`config.mk`:
```
export PLATFORM = sky130hd
export DESIGN_NAME = coordinate_frame_parser_core
export DESIGN_NICKNAME = d
export VERILOG_FILES = /design/src/sv/cfp_pkg.sv /design/src/sv/cfp_cfg_regs.sv /design/src/sv/cfp_parser.sv /design/src/sv/cfp_out_reg.sv /design/src/sv/coordinate_frame_parser_core.sv
export SDC_FILE = /design/constraint.sdc
export NUM_CORES = 1
export LEC_CHECK = 0
export BUFFER_PORTS_ARGS = -buffer_cell sky130_fd_sc_hd__clkbuf_2
export CAP_MARGIN = 20
export CORE_MARGIN = 2
export CORE_UTILIZATION = 50
export CTS_BUF_LIST = sky130_fd_sc_hd__clkbuf_16
export DETAILED_ROUTE_END_ITERATION = 10
export HOLD_SLACK_MARGIN = 0.05
export PLACE_DENSITY = 0.69
export SYNTH_ARGS = -nofsm -noshare
export SYNTH_HDL_FRONTEND = slang
export SYNTH_SLANG_ARGS = --single-unit
```
`constraint.sdc`:
```
create_clock -name clk -period 3.65 [get_ports clk]
set_input_delay 0.5475 -clock clk [delete_from_list [all_inputs] [get_ports clk]]
set_output_delay 0.5475 -clock clk [all_outputs]
set_load 0.02 [all_outputs]
```
`src/sv/cfp_pkg.sv`:
```
// ----------------------------------------------------------------------------
// Coordinate frame parser package
// Types, codes and helper functions shared by the parser modules.
// ----------------------------------------------------------------------------
`timescale 1ns / 1ps

package cfp_pkg;

    localparam int CFG_IDX_W = 2;
    localparam int BYTE_W    = 8;
    localparam int COORD_W   = 9;
    localparam int WORD_W    = 19;
    localparam int COUNT_W   = 2;

    // Configuration register indexes.
    localparam logic [CFG_IDX_W-1:0] REG_START     = 2'd0;
    localparam logic [CFG_IDX_W-1:0] REG_STOP      = 2'd1;
    localparam logic [CFG_IDX_W-1:0] REG_SEPARATOR = 2'd2;
    localparam logic [CFG_IDX_W-1:0] REG_DELIMITER = 2'd3;

    // Register reset values: '<', '>', '|' and '!'.
    localparam logic [BYTE_W-1:0] START_RST     = 8'd60;
    localparam logic [BYTE_W-1:0] STOP_RST      = 8'd62;
    localparam logic [BYTE_W-1:0] SEPARATOR_RST = 8'd124;
    localparam logic [BYTE_W-1:0] DELIMITER_RST = 8'd33;

    // Control word bit positions.
    localparam int CTRL_ENABLE  = 7;
    localparam int CTRL_DISABLE = 6;
    localparam int CTRL_RESET   = 5;

    localparam logic [BYTE_W-1:0]  CHAR_0     = 8'h30;
    localparam logic [BYTE_W-1:0]  CHAR_9     = 8'h39;
    localparam logic [COUNT_W-1:0] MAX_DIGITS = 2'd3;
    localparam logic [COORD_W-1:0] COORD_MAX  = 9'd511;
    localparam logic [WORD_W-1:0]  RESET_WORD = 19'h40000;

    // Word kinds.
    localparam logic KIND_FRAME = 1'b0;
    localparam logic KIND_RESET = 1'b1;

    typedef enum logic [1:0] {
        PH_IDLE = 2'd0,
        PH_X    = 2'd1,
        PH_Y    = 2'd2
    } phase_t;

    typedef struct packed {
        logic [BYTE_W-1:0] open_byte;
        logic [BYTE_W-1:0] close_byte;
        logic [BYTE_W-1:0] separator_char;
        logic [BYTE_W-1:0] delimiter_char;
    } cfg_t;

    typedef struct packed {
        logic              valid;
        logic [WORD_W-1:0] word;
        logic              kind;
    } result_t;

    // Appends one decimal digit and saturates at the coordinate maximum.
    function automatic logic [COORD_W-1:0] add_digit(input logic [COORD_W-1:0] v,
                                                     input logic [3:0] d);
        logic [12:0] n;
        n = {1'b0, v, 3'b000} + {3'b000, v, 1'b0} + {9'd0, d};
        if (n > {4'd0, COORD_MAX})
        begin
            return COORD_MAX;
        end
        return n[COORD_W-1:0];
    endfunction

endpackage

```
`src/sv/cfp_cfg_regs.sv`:
```
// ----------------------------------------------------------------------------
// Coordinate frame parser configuration registers
// Holds the start, stop, separator and delimiter byte values.
// ----------------------------------------------------------------------------
`timescale 1ns / 1ps

module cfp_cfg_regs
    import cfp_pkg::*;
(
    input  logic                 clk,
    input  logic                 rst_n,
    input  logic                 cfg_write,
    input  logic [CFG_IDX_W-1:0] cfg_index,
    input  logic [BYTE_W-1:0]    cfg_data,
    output cfg_t                 cfg
);

    cfg_t cfg_reg;
    cfg_t cfg_next;

    always_comb
    begin
        cfg_next = cfg_reg;
        if (cfg_write)
        begin
            case (cfg_index)
                REG_START:     cfg_next.open_byte      = cfg_data;
                REG_STOP:      cfg_next.close_byte     = cfg_data;
                REG_SEPARATOR: cfg_next.separator_char = cfg_data;
                REG_DELIMITER: cfg_next.delimiter_char = cfg_data;
                default:       cfg_next = cfg_reg;
            endcase
        end
    end

    always_ff @(posedge clk or negedge rst_n)
    begin
        if (!rst_n)
        begin
            cfg_reg <= '{open_byte:      START_RST,
                         close_byte:     STOP_RST,
                         separator_char: SEPARATOR_RST,
                         delimiter_char: DELIMITER_RST};
        end
        else
        begin
            cfg_reg <= cfg_next;
        end
    end

    assign cfg = cfg_reg;

endmodule

```
`src/sv/cfp_parser.sv`:
```
// ----------------------------------------------------------------------------
// Coordinate frame parser state update
// Applies one word to the frame and link state and forms its result.
// ----------------------------------------------------------------------------
`timescale 1ns / 1ps

module cfp_parser
    import cfp_pkg::*;
(
    input  logic              clk,
    input  logic              rst_n,
    input  logic              fire,
    input  logic              command,
    input  logic [BYTE_W-1:0] byte_value,
    input  cfg_t              cfg,
    output result_t           result
);

    phase_t               phase_reg, phase_next;
    logic [COORD_W-1:0]   x_reg, x_next;
    logic [COORD_W-1:0]   y_reg, y_next;
    logic [COUNT_W-1:0]   count_reg, count_next;
    logic                 link_reg, link_next;
    logic                 pend_reg, pend_next;
    logic                 in_field;
    logic [BYTE_W-1:0]    digit_off;

    assign in_field  = (phase_reg == PH_X) || (phase_reg == PH_Y);
    assign digit_off = byte_value - CHAR_0;

    always_comb
    begin
        phase_next = phase_reg;
        x_next     = x_reg;
        y_next     = y_reg;
        count_next = count_reg;
        link_next  = link_reg;
        pend_next  = pend_reg;
        result     = '0;
        if (fire)
        begin
            if (command)
            begin
                if (byte_value[CTRL_ENABLE])
                begin
                    link_next = 1'b1;
                end
                if (byte_value[CTRL_DISABLE])
                begin
                    link_next = 1'b0;
                end
                if (byte_value[CTRL_RESET])
                begin
                    link_next    = 1'b0;
                    pend_next    = 1'b1;
                    result.valid = 1'b1;
                    result.word  = RESET_WORD;
                    result.kind  = KIND_RESET;
                end
            end
            else if (link_reg)
            begin
                if (byte_value == cfg.open_byte)
                begin
                    phase_next = PH_X;
                    x_next     = '0;
                    y_next     = '0;
                    count_next = '0;
                end
                else if (byte_value == cfg.close_byte)
                begin
                    if (in_field)
                    begin
                        result.valid = 1'b1;
                        result.word  = {pend_reg, y_reg, x_reg};
                        result.kind  = KIND_FRAME;
                        phase_next   = PH_IDLE;
                        count_next   = '0;
                    end
                end
                else if (byte_value == cfg.separator_char)
                begin
                    if (phase_reg == PH_X)
                    begin
                        phase_next = PH_Y;
                        count_next = '0;
                    end
                end
                else if (byte_value != cfg.delimiter_char && in_field)
                begin
                    if (byte_value inside {[CHAR_0:CHAR_9]})
                    begin
                        if (count_reg < MAX_DIGITS)
                        begin
                            if (phase_reg == PH_X)
                            begin
                                x_next = add_digit(x_reg, digit_off[3:0]);
                            end
                            else
                            begin
                                y_next = add_digit(y_reg, digit_off[3:0]);
                            end
                            count_next = count_reg + 2'd1;
                        end
                    end
                    else
                    begin
                        // A stray character freezes the current field.
                        count_next = MAX_DIGITS;
                    end
                end
            end
        end
    end

    always_ff @(posedge clk or negedge rst_n)
    begin
        if (!rst_n)
        begin
            phase_reg <= PH_IDLE;
            x_reg     <= '0;
            y_reg     <= '0;
            count_reg <= '0;
            link_reg  <= 1'b1;
            pend_reg  <= 1'b0;
        end
        else
        begin
            phase_reg <= phase_next;
            x_reg     <= x_next;
            y_reg     <= y_next;
            count_reg <= count_next;
            link_reg  <= link_next;
            pend_reg  <= pend_next;
        end
    end

endmodule

```
`src/sv/cfp_out_reg.sv`:
```
// ----------------------------------------------------------------------------
// Coordinate frame parser output register
// Holds one result word until the downstream side takes it.
// ----------------------------------------------------------------------------
`timescale 1ns / 1ps

module cfp_out_reg
    import cfp_pkg::*;
(
    input  logic              clk,
    input  logic              rst_n,
    input  result_t           result,
    output logic              out_valid,
    input  logic              out_ready,
    output logic [WORD_W-1:0] rf_word,
    output logic              word_kind
);

    logic              valid_reg, valid_next;
    logic [WORD_W-1:0] word_reg;
    logic              kind_reg;

    // The parser only fires when this register is empty or being drained.
    always_comb
    begin
        if (result.valid)
        begin
            valid_next = 1'b1;
        end
        else if (out_ready)
        begin
            valid_next = 1'b0;
        end
        else
        begin
            valid_next = valid_reg;
        end
    end

    always_ff @(posedge clk or negedge rst_n)
    begin
        if (!rst_n)
        begin
            valid_reg <= 1'b0;
        end
        else
        begin
            valid_reg <= valid_next;
        end
    end

    always_ff @(posedge clk)
    begin
        if (result.valid)
        begin
            word_reg <= result.word;
            kind_reg <= result.kind;
        end
    end

    assign out_valid = valid_reg;
    assign rf_word   = word_reg;
    assign word_kind = kind_reg;

endmodule

```
`src/sv/coordinate_frame_parser_core.sv`:
```
// ----------------------------------------------------------------------------
// Coordinate frame parser core
// Parses start/X/separator/Y/stop byte frames into packed coordinate words.
// ----------------------------------------------------------------------------
// An accepted word waits in the input stage until the parser fires on it, and
// its result is then registered in the output register and shown on out_valid.
// Throughput: one input word per cycle while the output register has room.
// A word that produces no result still occupies the input stage until it fires.
// Reset (rst_n low, asynchronous): link enabled, parser idle, reset flag clear,
// configuration bytes back to '<', '>', '|' and '!', no output pending.
`timescale 1ns / 1ps

module coordinate_frame_parser_core
    import cfp_pkg::*;
(
    input  logic                 clk,
    input  logic                 rst_n,
    input  logic                 in_valid,
    output logic                 in_ready,
    input  logic                 command,
    input  logic [BYTE_W-1:0]    byte_value,
    output logic                 out_valid,
    input  logic                 out_ready,
    output logic [WORD_W-1:0]    rf_word,
    output logic                 word_kind,
    input  logic                 cfg_write,
    input  logic [CFG_IDX_W-1:0] cfg_index,
    input  logic [BYTE_W-1:0]    cfg_data
);

    // Input stage. A word sits here until the parser
    // applies it; the stage refills in the same cycle it drains.
    logic              s1_valid_reg, s1_valid_next;
    logic              s1_cmd_reg;
    logic [BYTE_W-1:0] s1_byte_reg;
    logic              in_accept;
    logic              fire;
    cfg_t              cfg;
    result_t           result;

    // The parser may only move when the output register has room, since
    // any word could produce a result.
    assign fire      = s1_valid_reg && (!out_valid || out_ready);
    assign in_ready  = !s1_valid_reg || fire;
    assign in_accept = in_valid && in_ready;

    always_comb
    begin
        if (in_accept)
        begin
            s1_valid_next = 1'b1;
        end
        else if (fire)
        begin
            s1_valid_next = 1'b0;
        end
        else
        begin
            s1_valid_next = s1_valid_reg;
        end
    end

    always_ff @(posedge clk or negedge rst_n)
    begin
        if (!rst_n)
        begin
            s1_valid_reg <= 1'b0;
        end
        else
        begin
            s1_valid_reg <= s1_valid_next;
        end
    end

    always_ff @(posedge clk)
    begin
        if (in_accept)
        begin
            s1_cmd_reg  <= command;
            s1_byte_reg <= byte_value;
        end
    end

    // Start, stop, separator and delimiter byte values.
    cfp_cfg_regs u_cfg (
        .clk       (clk),
        .rst_n     (rst_n),
        .cfg_write (cfg_write),
        .cfg_index (cfg_index),
        .cfg_data  (cfg_data),
        .cfg       (cfg)
    );

    // Frame and link state; one word is applied per fire.
    cfp_parser u_parser (
        .clk        (clk),
        .rst_n      (rst_n),
        .fire       (fire),
        .command    (s1_cmd_reg),
        .byte_value (s1_byte_reg),
        .cfg        (cfg),
        .result     (result)
    );

    // Result register facing the downstream handshake.
    cfp_out_reg u_out (
        .clk       (clk),
        .rst_n     (rst_n),
        .result    (result),
        .out_valid (out_valid),
        .out_ready (out_ready),
        .rf_word   (rf_word),
        .word_kind (word_kind)
    );

endmodule

```
# Word-level counts from Yosys, hierarchy flattened
# Cells that the tools add are included.
dict set report word_totals {
  ff_bits 87
  input_bits 24
  out_inout_bits 22
}
dict set report op_classes {
  add_sub_neg 6
  n_lt_le_gt_ge 5
  n_eq_ne 15
  n_mux 66
  n_bitwise 1
  n_reduce_logical 30
}
# operator n
set op_table {}
lappend op_table {{2-to-1 mux 9 bit} 18}
lappend op_table {{2-to-1 mux 21 bit} 7}
lappend op_table {{2-to-1 mux 1 bit} 29}
lappend op_table {{adder 12 x 10 -> 13 bit} 2}
lappend op_table {{adder 13 x 4 -> 13 bit} 2}
lappend op_table {{greater-than comparator 13 x 9 -> 1 bit, second input constant} 2}
lappend op_table {{== test 8 bit} 3}
lappend op_table {{2-to-1 mux 2 bit} 12}
lappend op_table {{AND reduction 9 bit} 2}
lappend op_table {{nonzero test 2 bit} 6}
lappend op_table {{nonzero test 3 bit} 3}
lappend op_table {{greater-or-equal comparator 8 x 6 -> 1 bit, second input constant} 1}
lappend op_table {{less-or-equal comparator 8 x 6 -> 1 bit, second input constant} 1}
lappend op_table {{!= test 8 bit} 1}
lappend op_table {{AND reduction 2 bit} 4}
lappend op_table {{AND reduction 7 bit} 1}
lappend op_table {{== test 2 bit, second input constant} 3}
lappend op_table {{AND reduction 3 bit} 2}
lappend op_table {{AND reduction 6 bit} 1}
lappend op_table {{!= test 5 x 2 -> 1 bit, second input constant} 1}
lappend op_table {{== test 2 x 1 -> 1 bit, second input constant} 2}
lappend op_table {{logical AND 1 bit} 4}
lappend op_table {{!= test 2 x 1 -> 1 bit, second input constant} 2}
lappend op_table {{!= test 4 x 1 -> 1 bit, second input constant} 1}
lappend op_table {{other kinds (10)} 13}

# Depth between registers and ports, before layout
# Gate-level depths: netlist (run 1).
dict set report logic_depth {
  depth_word 22
  mapped_depth 11
}

# By module
# From an unflattened synthesis (run 1), not the netlist that was laid out.
dict set report unflattened {
  hier_cells 393
  hier_area_um2 4878.4
}
# module instances cells_per_inst area_each_um2
set modules_own_cells {}
lappend modules_own_cells {cfp_parser 1 287 2667.6}
lappend modules_own_cells {cfp_cfg_regs 1 68 1232.4}
lappend modules_own_cells {cfp_out_reg 1 23 636.9}
lappend modules_own_cells {coordinate_frame_parser_core 1 15 341.6}

# Least setup slack after synthesis (run 1)
# OpenSTA, ideal clock, no wires.
dict set report synth_timing {
  path_type {register to register}
  start {reg s1_byte_reg[3]}
  end {reg u_parser.y_reg[4]}
  setup_time_ns 0.121
  arrival_ns 2.629
  required_ns 3.529
  slack_ns 0.900
  stages_incl_launch_ff 12
  path_buffers 1
  period_less_slack_ns 2.750
  cell_sequence {edfxtp_1 > buf_2 > inv_1 > fa_1 > inv_1 > ha_1 > a211oi_1 > o21ai_0 > a41oi_1 > mux2_1 > nand3_1 > a22o_1}
}
dict set report synth_between {
  elab_chain_len 22
  elab_cells_between_ends 37
  cone_classes {add/sub (2); order compare (3); eq/ne (7); mux (19); reduce/logical (6)}
}
# element line
set synth_rtl {}
lappend synth_rtl {{start, declared} coordinate_frame_parser_core.sv:35} ;# logic [BYTE_W-1:0] s1_byte_reg;
lappend synth_rtl {{start signal, assigned} coordinate_frame_parser_core.sv:80} ;# s1_byte_reg <= byte_value;
lappend synth_rtl {{subtractor 4 x 1 -> 4 bit} cfp_parser.sv:29} ;# assign digit_off = byte_value - CHAR_0;
lappend synth_rtl {{adder 13 x 4 -> 13 bit} cfp_pkg.sv:65} ;# n = {1'b0, v, 3'b000} + {3'b000, v, 1'b0} + {9'd0, d};
lappend synth_rtl {{greater-than comparator 13 x 9 -> 1 bit} cfp_pkg.sv:66} ;# if (n > {4'd0, COORD_MAX})
lappend synth_rtl {{2-to-1 mux 1 bit} cfp_pkg.sv:66}
lappend synth_rtl {{2-to-1 mux 1 bit} cfp_parser.sv:95} ;# if (phase_reg == PH_X)
lappend synth_rtl {{2-to-1 mux 1 bit} cfp_parser.sv:93} ;# if (count_reg < MAX_DIGITS)
lappend synth_rtl {{2-to-1 mux 1 bit} cfp_parser.sv:91} ;# if (byte_value inside {[CHAR_0:CHAR_9]})
lappend synth_rtl {{2-to-1 mux 1 bit} cfp_parser.sv:89} ;# else if (byte_value != cfg.delimiter_char && in_field)
lappend synth_rtl {{(+6 left out)} n/a}
lappend synth_rtl {{2-to-1 mux 9 bit} cfp_pkg.sv:70} ;# return n[COORD_W-1:0];
lappend synth_rtl {{2-to-1 mux 9 bit} cfp_parser.sv:95}
lappend synth_rtl {{2-to-1 mux 9 bit} cfp_parser.sv:93}
lappend synth_rtl {{2-to-1 mux 9 bit} cfp_parser.sv:91}
lappend synth_rtl {{2-to-1 mux 9 bit} cfp_parser.sv:89}
lappend synth_rtl {{2-to-1 mux 9 bit} cfp_parser.sv:81} ;# else if (byte_value == cfg.separator_char)
lappend synth_rtl {{2-to-1 mux 9 bit} cfp_parser.sv:70} ;# else if (byte_value == cfg.close_byte)
lappend synth_rtl {{2-to-1 mux 9 bit} cfp_parser.sv:63} ;# if (byte_value == cfg.open_byte)
lappend synth_rtl {{end signal, assigned} cfp_parser.sv:131} ;# y_reg <= y_next;
lappend synth_rtl {{end, declared} cfp_parser.sv:21} ;# logic [COORD_W-1:0] y_reg, y_next;
# Several ways; a longest one is shown, not always the timed one. The select of a mux whose other input is x is not followed.
# A chain may end at the register's enable or synchronous reset.

# Worst setup path in the final report (run 1)
dict set report layout_timing {
  start {reg s1_byte_reg[3]}
  end {reg u_parser.y_reg[6]}
}
# Same word-level chain as after synthesis.

==> run_results.csv, run 1 <==
group,metric,value,unit
power_and_ir_drop,ir_drop,0.242,mV
clock_network,cts_resized,0,
synth,syn_area,4830,um^2
global_routing,grt_remaining_overflow,0,
clock_network,worstSkewPairLatency,0.34,ns
drt,wl_met2,4270,um
place,dp_cells,558,
clock_network,clk_pin_slew_worst_paths,0.06,ns
setup_path,end_kind,"register",
cells_and_area,layout_common_cells,"clkbuf_2 (45), dfrtp_1 (41), ha_1 (36)",
die,die_h,102,um
hold_path,hold_path_class,"in -> async",
power_and_ir_drop,leakage,2.47,nW
drt,wirelength,8690,um
drt,met1_length,4020,um
drt,viasPerCell,5.29,
drt,route.detailed.drc,0,
synth,yosysWarnings,0,
synth,synth-seq-cells,87,
cells_and_area,fin_nets,504,
die,start_util,0.518,
setup_path,critPathArrivalTime,3.30,ns
timing,slew_violations,0,
die,die-area,10500,um^2
timing,timing.final.ws_setup,0.566,ns
setup_path,worstSetupStartpointType,"register",
clock_network,cts_tree,"done",
drt,top_layer_used,"met4",
synth,synth_edf_count,29,
synth,synthArstFlopShare,0.667,
clock_network,cts_root_buf,"clkbuf_16",
cells_and_area,area_growth,12.7,%
timing,whs,0.104,ns
cells_and_area,largest_reg_flops,32,
timing,relSlewSlack,0.550,
power_and_ir_drop,powerDensity,430,nW/um^2
place,dp_hpwl,6630,um
die,core,9330,um^2
timing,finalHoldViolations,0,
clock_network,cts_num_sinks,87,
clock_network,cts_max_level,3,
global_routing,grt_max_degree,26,
place,place_congestion,0.824,
cells_and_area,final_area,5450,um^2
timing,timing.final.crit_share,0.845,
cells_and_area,drive_above_1_share,0.292,
clock_network,post_cts_buffers,0,
timing,fmax,324,MHz
drt,first_pass_iters,4,
die,fp-row-count,35,
global_routing,track_usage,0.187,
power_and_ir_drop,sw_frac_of_total,0.251,
clock_network,clockBufferDepth,2,
timing,setup_tns,0,ns
synth,synth_top_flop_cell,"dfrtp_1",
power_and_ir_drop,p_seq_frac,0.516,
setup_path,cp_max_fo,9,
synth,ys_seq_area_frac,0.485,
cells_and_area,instances_no_fill,574,
timing,period_needed,3.08,ns
clock_network,cts_made_buffers,9,
synth,synthDistinctLibCells,53,
timing,setup_violations,0,
place,place_ws,0.585,ns
cells_and_area,final_util,0.584,
timing,skew,0.00957,ns
drt,vias,3038,
synth,synth.largest_area_cell,"dfrtp_1",
setup_path,r2r_setup_slack,0.57,ns
setup_path,crit_type,"reg -> reg",
power_and_ir_drop,p_switching,588,uW
power_and_ir_drop,internal_power,1.76,mW
power_and_ir_drop,power.share.clock,0.355,
clock_network,ctsHoldBuffers,0,
power_and_ir_drop,p_comb_frac,0.128,
place,port_buffers,45,
synth,avgSynthCellArea,12.4,um^2
timing,rsz0062_at_grt,"false",
global_routing,grt_pass1_wl,15000,um
die,pin_count,46,
cells_and_area,antenna_cells,0,
timing,worst_pin_slew,0.671,ns
drt,route.met3.wl,282,um
place,place_area,5170,um^2
die,die_w,102,um
setup_path,worstPathRequired,3.87,ns
synth,postSynthCellCount,391,
drt,drt-initial-drc-count,53,
cells_and_area,layout_commonest_cell,"clkbuf_2",
drt,wl_per_cell,15.1,um
synth,synthTopCellsByArea,"dfrtp_1 (21%), edfxtp_1 (18%), ha_1 (9.3%), dfstp_2 (9.2%), mux2_2 (7.9%)",
synth,synthesis.nets,455,
global_routing,grt_pass1_vias,3093,
flow_run,drv_cap,0,
status,status,"finished clean",
drt,drtAntennaViolNets,0,
synth,yosysTopAreaCellShare,0.212,
power_and_ir_drop,power.total,2.34,mW
global_routing,antenna_found_initial,0,
cells by family (layout without fill, tap and decap cells):
| kind of cell | count (synthesis) | after routing | share of synthesized area |
|---|---|---|---|
| AO/OA/AOI/OAI | 64 | 64 | 0.0966 |
| XOR/XNOR | 43 | 43 | 0.0780 |
| adder cells (fa/ha/maj) | 40 | 40 | 0.110 |
| buffers and inverters | 27 | 81 | 0.0277 |
| flip-flops | 87 | 87 | 0.485 |
| multiplexers | 35 | 35 | 0.0816 |
| AND/OR/NAND/NOR | 95 | 95 | 0.121 |
critical path, cell delays in order, from the launching register on:
cell      delay, ns
edfxtp_1       0.51
inv_1          0.15
fa_1           0.55
inv_1          0.06
ha_1           0.30
a211oi_1       0.31
o21ai_0        0.18
a41oi_1        0.25
mux2_1         0.32
nand3_1        0.11
a22o_1         0.23
path summary, 6_finish.rpt:
kind	from	endpoint	depth (start not counted)
worst max-delay path	s1_byte_reg[3]	u_parser.y_reg[6]	10
worst max register to register	s1_byte_reg[3]	u_parser.y_reg[6]	10
min in group clk	byte_value[7]	s1_byte_reg[7]	1
worst min-delay path	rst_n	u_cfg.cfg[4]	1
max in group asynchronous	rst_n	u_cfg.cfg[11]	2
worst min register to register	u_parser.pend_reg	u_parser.pend_reg	1
synthesized netlist by cell type, drive strengths merged (2+ instances only):
cell / instances
dfrtp: 41
ha: 36
mux2: 35
edfxtp: 29
nor2: 23
xnor2: 23
and2: 20
xor2: 20
a21oi: 18
dfstp: 17
inv: 16
a22o: 10
buf: 9
nand3b: 9
o2bb2ai: 9
nand3: 8
o21ai: 8
nand2: 6
nand4: 6
nor4: 6
fa: 4
nand2b: 4
o211ai: 4
and3: 3
a211oi: 2
a21o: 2
a41oi: 2
clkbuf: 2
nor3: 2
nor3b: 2
o21a: 2
per-layer routing:
| metal | vias to the layer above | GRT usage |
|---|---|---|
| met2 | 50 | 0.313 |
| met4 | 0 | 0.0513 |
| li1 | 1523 | - |
| met1 | 1451 | 0.246 |
| met3 | 14 | 0.0424 |
| met5 | - | 0 |
area by class of cell:
cell class	instances	area [um^2]
tap	129	161
clock buffer	9	225
clock inverter	7	47.5
fill	810	3880
multi-input combinational	277	2350
sequential	87	2340
timing repair buffer	49	255
inverter	16	60.1
power groups by stage:
| stage | Sequential [mW] | Combinational (mW) | Clock, mW |
|---|---|---|---|
| 2_1_floorplan | 1.21 | 0.232 | 0 |
| 3_3_place_gp | 1.23 | 0.298 | 0 |
| 3_5_place_dp | 1.23 | 0.303 | 0 |
| 4_1_cts | 1.21 | 0.306 | 0.851 |
| 5_1_grt | 1.23 | 0.337 | 0.903 |
| 6_report | 1.21 | 0.300 | 0.833 |
Power figures use the tool's default switching activity.
==> run 2, diff against run 1 <==
==> constraint.sdc (replaced) <==
create_clock -name clk -period 2.9 [get_ports clk]
set_input_delay 0.435 -clock clk [delete_from_list [all_inputs] [get_ports clk]]
set_output_delay 0.435 -clock clk [all_outputs]
set_load 0.02 [all_outputs]
==> run_results.csv, run 2 (synthesis results as in run 1) <==
group,metric,value,unit
setup_path,critPathArrivalTime,2.97,ns
cells_and_area,instances_no_fill,579,
place,dp_hpwl,6580,um
die,start_util,0.518,
setup_path,worstPathRequired,3.12,ns
cells_and_area,layout_commonest_cell,"clkbuf_2",
clock_network,cts_num_sinks,87,
cells_and_area,final_area,5540,um^2
clock_network,cts_tree,"done",
power_and_ir_drop,powerDensity,549,nW/um^2
clock_network,cts_made_buffers,9,
die,die-area,10500,um^2
hold_path,hold_path_class,"in -> async",
setup_path,end_kind,"register",
drt,viasPerCell,5.38,
power_and_ir_drop,power.total,3.04,mW
power_and_ir_drop,ir_drop,0.392,mV
place,place_congestion,0.868,
place,place_ws,0.0420,ns
cells_and_area,drive_above_1_share,0.307,
timing,timing.final.ws_setup,0.147,ns
global_routing,grt_max_degree,59,
power_and_ir_drop,leakage,2.52,nW
cells_and_area,fin_nets,509,
status,status,"finished clean",
clock_network,ctsHoldBuffers,0,
global_routing,grt_pass1_vias,3104,
drt,vias,3116,
die,die_w,102,um
timing,relSlewSlack,0.518,
setup_path,path_delay_family,"compound AO/OA/AOI/OAI gates",
clock_network,clk_pin_slew_worst_paths,0.06,ns
die,fp-row-count,35,
setup_path,r2r_setup_slack,0.15,ns
cells_and_area,largest_reg_flops,32,
global_routing,track_usage,0.187,
drt,wl_per_cell,15.2,um
setup_path,crit_type,"reg -> reg",
drt,first_pass_iters,4,
drt,drtAntennaViolNets,0,
die,die_h,102,um
drt,route.detailed.drc,0,
timing,timing.final.crit_share,0.949,
clock_network,cts_root_buf,"clkbuf_16",
setup_path,cp_slowest_cell,"fa_1",
place,port_buffers,45,
clock_network,worstSkewPairLatency,0.33,ns
setup_path,cp_common_cell,"inv_1",
timing,period_needed,2.75,ns
die,pin_count,46,
flow_run,drv_cap,0,
timing,slew_violations,0,
setup_path,worstSetupStartpointType,"register",
cells_and_area,area_growth,14.7,%
timing,finalHoldViolations,0,
drt,drt-initial-drc-count,68,
setup_path,critPathBufInv,2,
global_routing,grt_pass1_wl,15000,um
timing,fmax,363,MHz
timing,worst_pin_slew,0.723,ns
setup_path,critical_path.cell_chain,"inv_1, fa_1, inv_1, ha_1, a211oi_2, o21ai_0, a41oi_1, mux2_4, nand3_1, a22o_1",
drt,wirelength,8780,um
global_routing,grt_remaining_overflow,0,
clock_network,clockBufferDepth,2,
setup_path,cp_max_fo,9,
place,dp_cells,563,
cells_and_area,layout_common_cells,"clkbuf_2 (45), dfrtp_1 (41), ha_1 (36)",
global_routing,antenna_found_initial,0,
cells_and_area,antenna_cells,0,
timing,skew,0.00699,ns
die,core,9330,um^2
setup_path,critical_path.max_stage_delay,0.51,ns
clock_network,cts_max_level,3,
timing,whs,0.242,ns
timing,setup_violations,0,
place,place_area,5220,um^2
run 2: cell type report:
class / count / area (um^2)
flip-flops and latches: 87 / 2340
repair buffers: 54 / 305
multi-input cells: 277 / 2380
clock buffers: 9 / 225
fillers: 757 / 3790
well taps: 129 / 161
clock inverters: 7 / 65.1
inverters: 16 / 60.1
run 2: worst register-to-register path: stages (launching register included):
cell and delay (ns):
dfrtp_1 0.41, inv_1 0.08, fa_1 0.51, inv_1 0.07, ha_1 0.33, a211oi_2 0.27, o21ai_0 0.18, a41oi_1 0.28
mux2_4 0.24, nand3_1 0.08, a22o_1 0.21
run 2: per-stage QoR:
stage / utilization / TNS, ns
6_report: 0.594 / 0
4_1_cts: 0.591 / 0
3_5_place_dp: 0.560 / 0
2_1_floorplan: - / 0
5_1_grt: 0.594 / -0.149
3_3_place_gp: 0.560 / 0
run 2: repair_timing:
item | 4_1_cts | 5_1_grt
setup buffers | 0 | 0
gates resized for setup | 0 | 7
setup endpoints to repair | 0 | 18
run 2: power breakdown:
group | leakage [nW] | switching, mW | internal, mW
Clock | 0.142 | 0.465 | 0.661
Combinational | 1.40 | 0.188 | 0.209
Sequential | 0.973 | 0.0900 | 1.43
run 2: path summary, 6_finish.rpt:
path,from,to,cells after the start
worst max-delay path,u_parser.y_reg[0],u_parser.y_reg[8],10
worst min-delay path,rst_n,u_cfg.cfg[6],2
worst max register to register,u_parser.y_reg[0],u_parser.y_reg[8],10
worst min register to register,u_parser.pend_reg,u_parser.pend_reg,1
max in group asynchronous,rst_n,u_parser.y_reg[5],2
min in group clk,byte_value[6],s1_byte_reg[6],1
run 2: layer usage:
layer  wire, um  global-route usage  part of all wire  up-vias
met4        180              0.0687             0.021        0
met1       4080               0.251              0.47     1498
met2       4230               0.305              0.48       64
met5          0                   0                 0        -
met3        280              0.0328             0.032       16
li1           -                   -                 -     1538
==> run 3, diff against run 2 <==
--- a/config.mk
+++ b/config.mk
@@ -6,13 +6,14 @@
 export NUM_CORES = 1
 export LEC_CHECK = 0
 export BUFFER_PORTS_ARGS = -buffer_cell sky130_fd_sc_hd__clkbuf_2
-export CAP_MARGIN = 20
+export CAP_MARGIN = 10
 export CORE_MARGIN = 2
 export CORE_UTILIZATION = 50
 export CTS_BUF_LIST = sky130_fd_sc_hd__clkbuf_16
 export DETAILED_ROUTE_END_ITERATION = 10
 export HOLD_SLACK_MARGIN = 0.05
 export PLACE_DENSITY = 0.69
+export REMOVE_ABC_BUFFERS = 1
 export SYNTH_ARGS = -nofsm -noshare
 export SYNTH_HDL_FRONTEND = slang
 export SYNTH_SLANG_ARGS = --single-unit
==> run_results.csv, run 3 (synthesis results as in run 1) <==
group,metric,value,unit
die,pin_count,46,
global_routing,antenna_found_initial,0,
timing,timing.final.crit_share,0.947,
timing,setup_violations,0,
place,dp_hpwl,6710,um
setup_path,end_kind,"register",
cells_and_area,largest_reg_flops,32,
hold_path,holdPathEnd,"s1_byte_reg[2]",
drt,wl_per_cell,15.2,um
status,status,"finished clean",
global_routing,grtUsageMet1,0.243,
setup_path,worstPathRequired,3.16,ns
drt,viasPerCell,5.27,
clock_network,worstSkewPairLatency,0.33,ns
timing,finalHoldViolations,0,
power_and_ir_drop,ir_drop,0.466,mV
clock_network,cts_root_buf,"clkbuf_16",
timing,period_needed,2.75,ns
cells_and_area,drive_above_1_share,0.309,
drt,route.detailed.drc,0,
timing,rsz0062_at_grt,"false",
flow_run,drv_cap,0,
hold_path,hold_path_class,"in -> reg",
global_routing,grt_pass1_wl,15000,um
place,port_buffers,45,
clock_network,cts_tree,"done",
place,dp_cells,566,
global_routing,grt_remaining_overflow,0,
clock_network,cts_made_buffers,9,
place,place_congestion,0.845,
die,die_h,102,um
die,die_w,102,um
cells_and_area,fillCellCount,771,
clock_network,clockBufferDepth,2,
hold_path,hp-start,"byte_value[2]",
setup_path,ff2ff_path_depth,10,
setup_path,cp_max_fo,9,
setup_path,critPathArrivalTime,3.00,ns
clock_network,cts_max_level,3,
clock_network,cts_num_sinks,87,
power_and_ir_drop,leakage,2.56,nW
setup_path,rr_startpoint,"u_parser.y_reg[0]",
cells_and_area,antenna_cells,0,
drt,wirelength,8820,um
setup_path,r2r-end,"u_parser.y_reg[0]",
clock_network,ctsHoldBuffers,0,
timing,relSlewSlack,0.267,
drt,drtAntennaViolNets,0,
cells_and_area,instances_no_fill,582,
timing,slew_violations,0,
place,place_ws,0.0852,ns
die,core,9330,um^2
clock_network,clk_pin_slew_worst_paths,0.06,ns
timing,skew,0.00909,ns
power_and_ir_drop,powerDensity,561,nW/um^2
global_routing,track_usage,0.185,
global_routing,grt_util_met3,0.0390,
global_routing,grt_max_degree,43,
setup_path,worstSetupStartpointType,"register",
drt,drt-initial-drc-count,79,
cells_and_area,fin_nets,512,
timing,setup_tns,0,ns
timing,worst_pin_slew,1.10,ns
die,fp-row-count,35,
timing,fmax,364,MHz
global_routing,grt_pass1_vias,3156,
clock_network,post_cts_buffers,0,
cells_and_area,layout_commonest_cell,"clkbuf_2",
global_routing,top_usage_layer,"met2",
global_routing,grt_use_met2,0.318,
drt,vias,3070,
setup_path,r2r_setup_slack,0.15,ns
drt,first_pass_iters,4,
setup_path,crit_type,"reg -> reg",
cells_and_area,area_growth,15.8,%
die,start_util,0.518,
hold_path,min_path_cells,1,
cells_and_area,layout_common_cells,"clkbuf_2 (45), dfrtp_1 (41), ha_1 (36)",
die,die-area,10500,um^2
timing,timing.final.ws_setup,0.154,ns
[run 3: changes by cell type in the layout (fill, tap and decap cells not counted)]
cell        previous run  this run
clkinv_1               1         0
inv_6                  1         0
buf_4                  8        11
clkbuf_16              9        11
clkinvlp_4             2         0
a21oi_1               15        16
inv_1                 18        19
a21oi_2                3         2
inv_4                  0         1
[run 3: repair_timing]
| item | 4_1_cts | 5_1_grt |
|---|---|---|
| setup endpoints to repair | 0 | 14 |
| resized for setup | 0 | 6 |
| endpoints found under the hold margin | 0 | 0 |
[run 3: worst max-delay path by stage]
stage                      start                 to  cells after the start
3_3_place_gp   u_parser.y_reg[0]  u_parser.y_reg[2]                     10
6_report       u_parser.y_reg[0]  u_parser.y_reg[0]                     10
5_1_grt        u_parser.y_reg[0]  u_parser.y_reg[2]                     10
3_5_place_dp   u_parser.y_reg[0]  u_parser.y_reg[5]                     10
4_1_cts        u_parser.y_reg[0]  u_parser.y_reg[0]                     10
2_1_floorplan     s1_byte_reg[3]  u_parser.y_reg[4]                     10
[run 3: report_power, final]
part	switching, mW	leakage (nW)	internal (mW)	total (mW)
Sequential	0.0901	0.973	1.43	1.52
Combinational	0.191	1.42	0.212	0.403
Clock	0.451	0.170	0.764	1.22
Total	0.732	2.56	2.40	3.14
[run 3: area by class of cell]
type	instances	area (um^2)	area share
Inverter	16	60.1	0.0107
Timing Repair Buffer	57	328	0.0586
Clock inverter	5	47.5	0.00850
Sequential cell	87	2340	0.419
Multi-Input combinational cell	277	2370	0.425
Tap cell	129	161	0.0289
Clock buffer	11	275	0.0492
[run 3: worst max-delay path, stage by stage, from the launching register on]
cell      delay (ns)
dfrtp_1         0.42
inv_1           0.08
fa_1            0.50
inv_1           0.07
fa_1            0.46
a21oi_1         0.27
nor2_1          0.07
o211ai_1        0.20
mux2_4          0.37
nand3b_1        0.10
a22o_1          0.14
[run 3: metal layers]
metal  up-vias  wire [um]
met4         0         80
met1      1461       4020
met5         -          0
met3         8        324
met2        58       4390
li1       1543          -
[run 3: per-stage QoR]
stage                util  area, um^2  hold WS, ns  total power [mW]
global placement    0.562        5250        0.434              1.93
floorplan               -        4760        0.139              1.80
finish              0.599        5590        0.284              3.14
detailed placement  0.562        5250        0.457              1.94
global route        0.599        5590        0.272              3.27
CTS                 0.597        5570        0.276              3.16
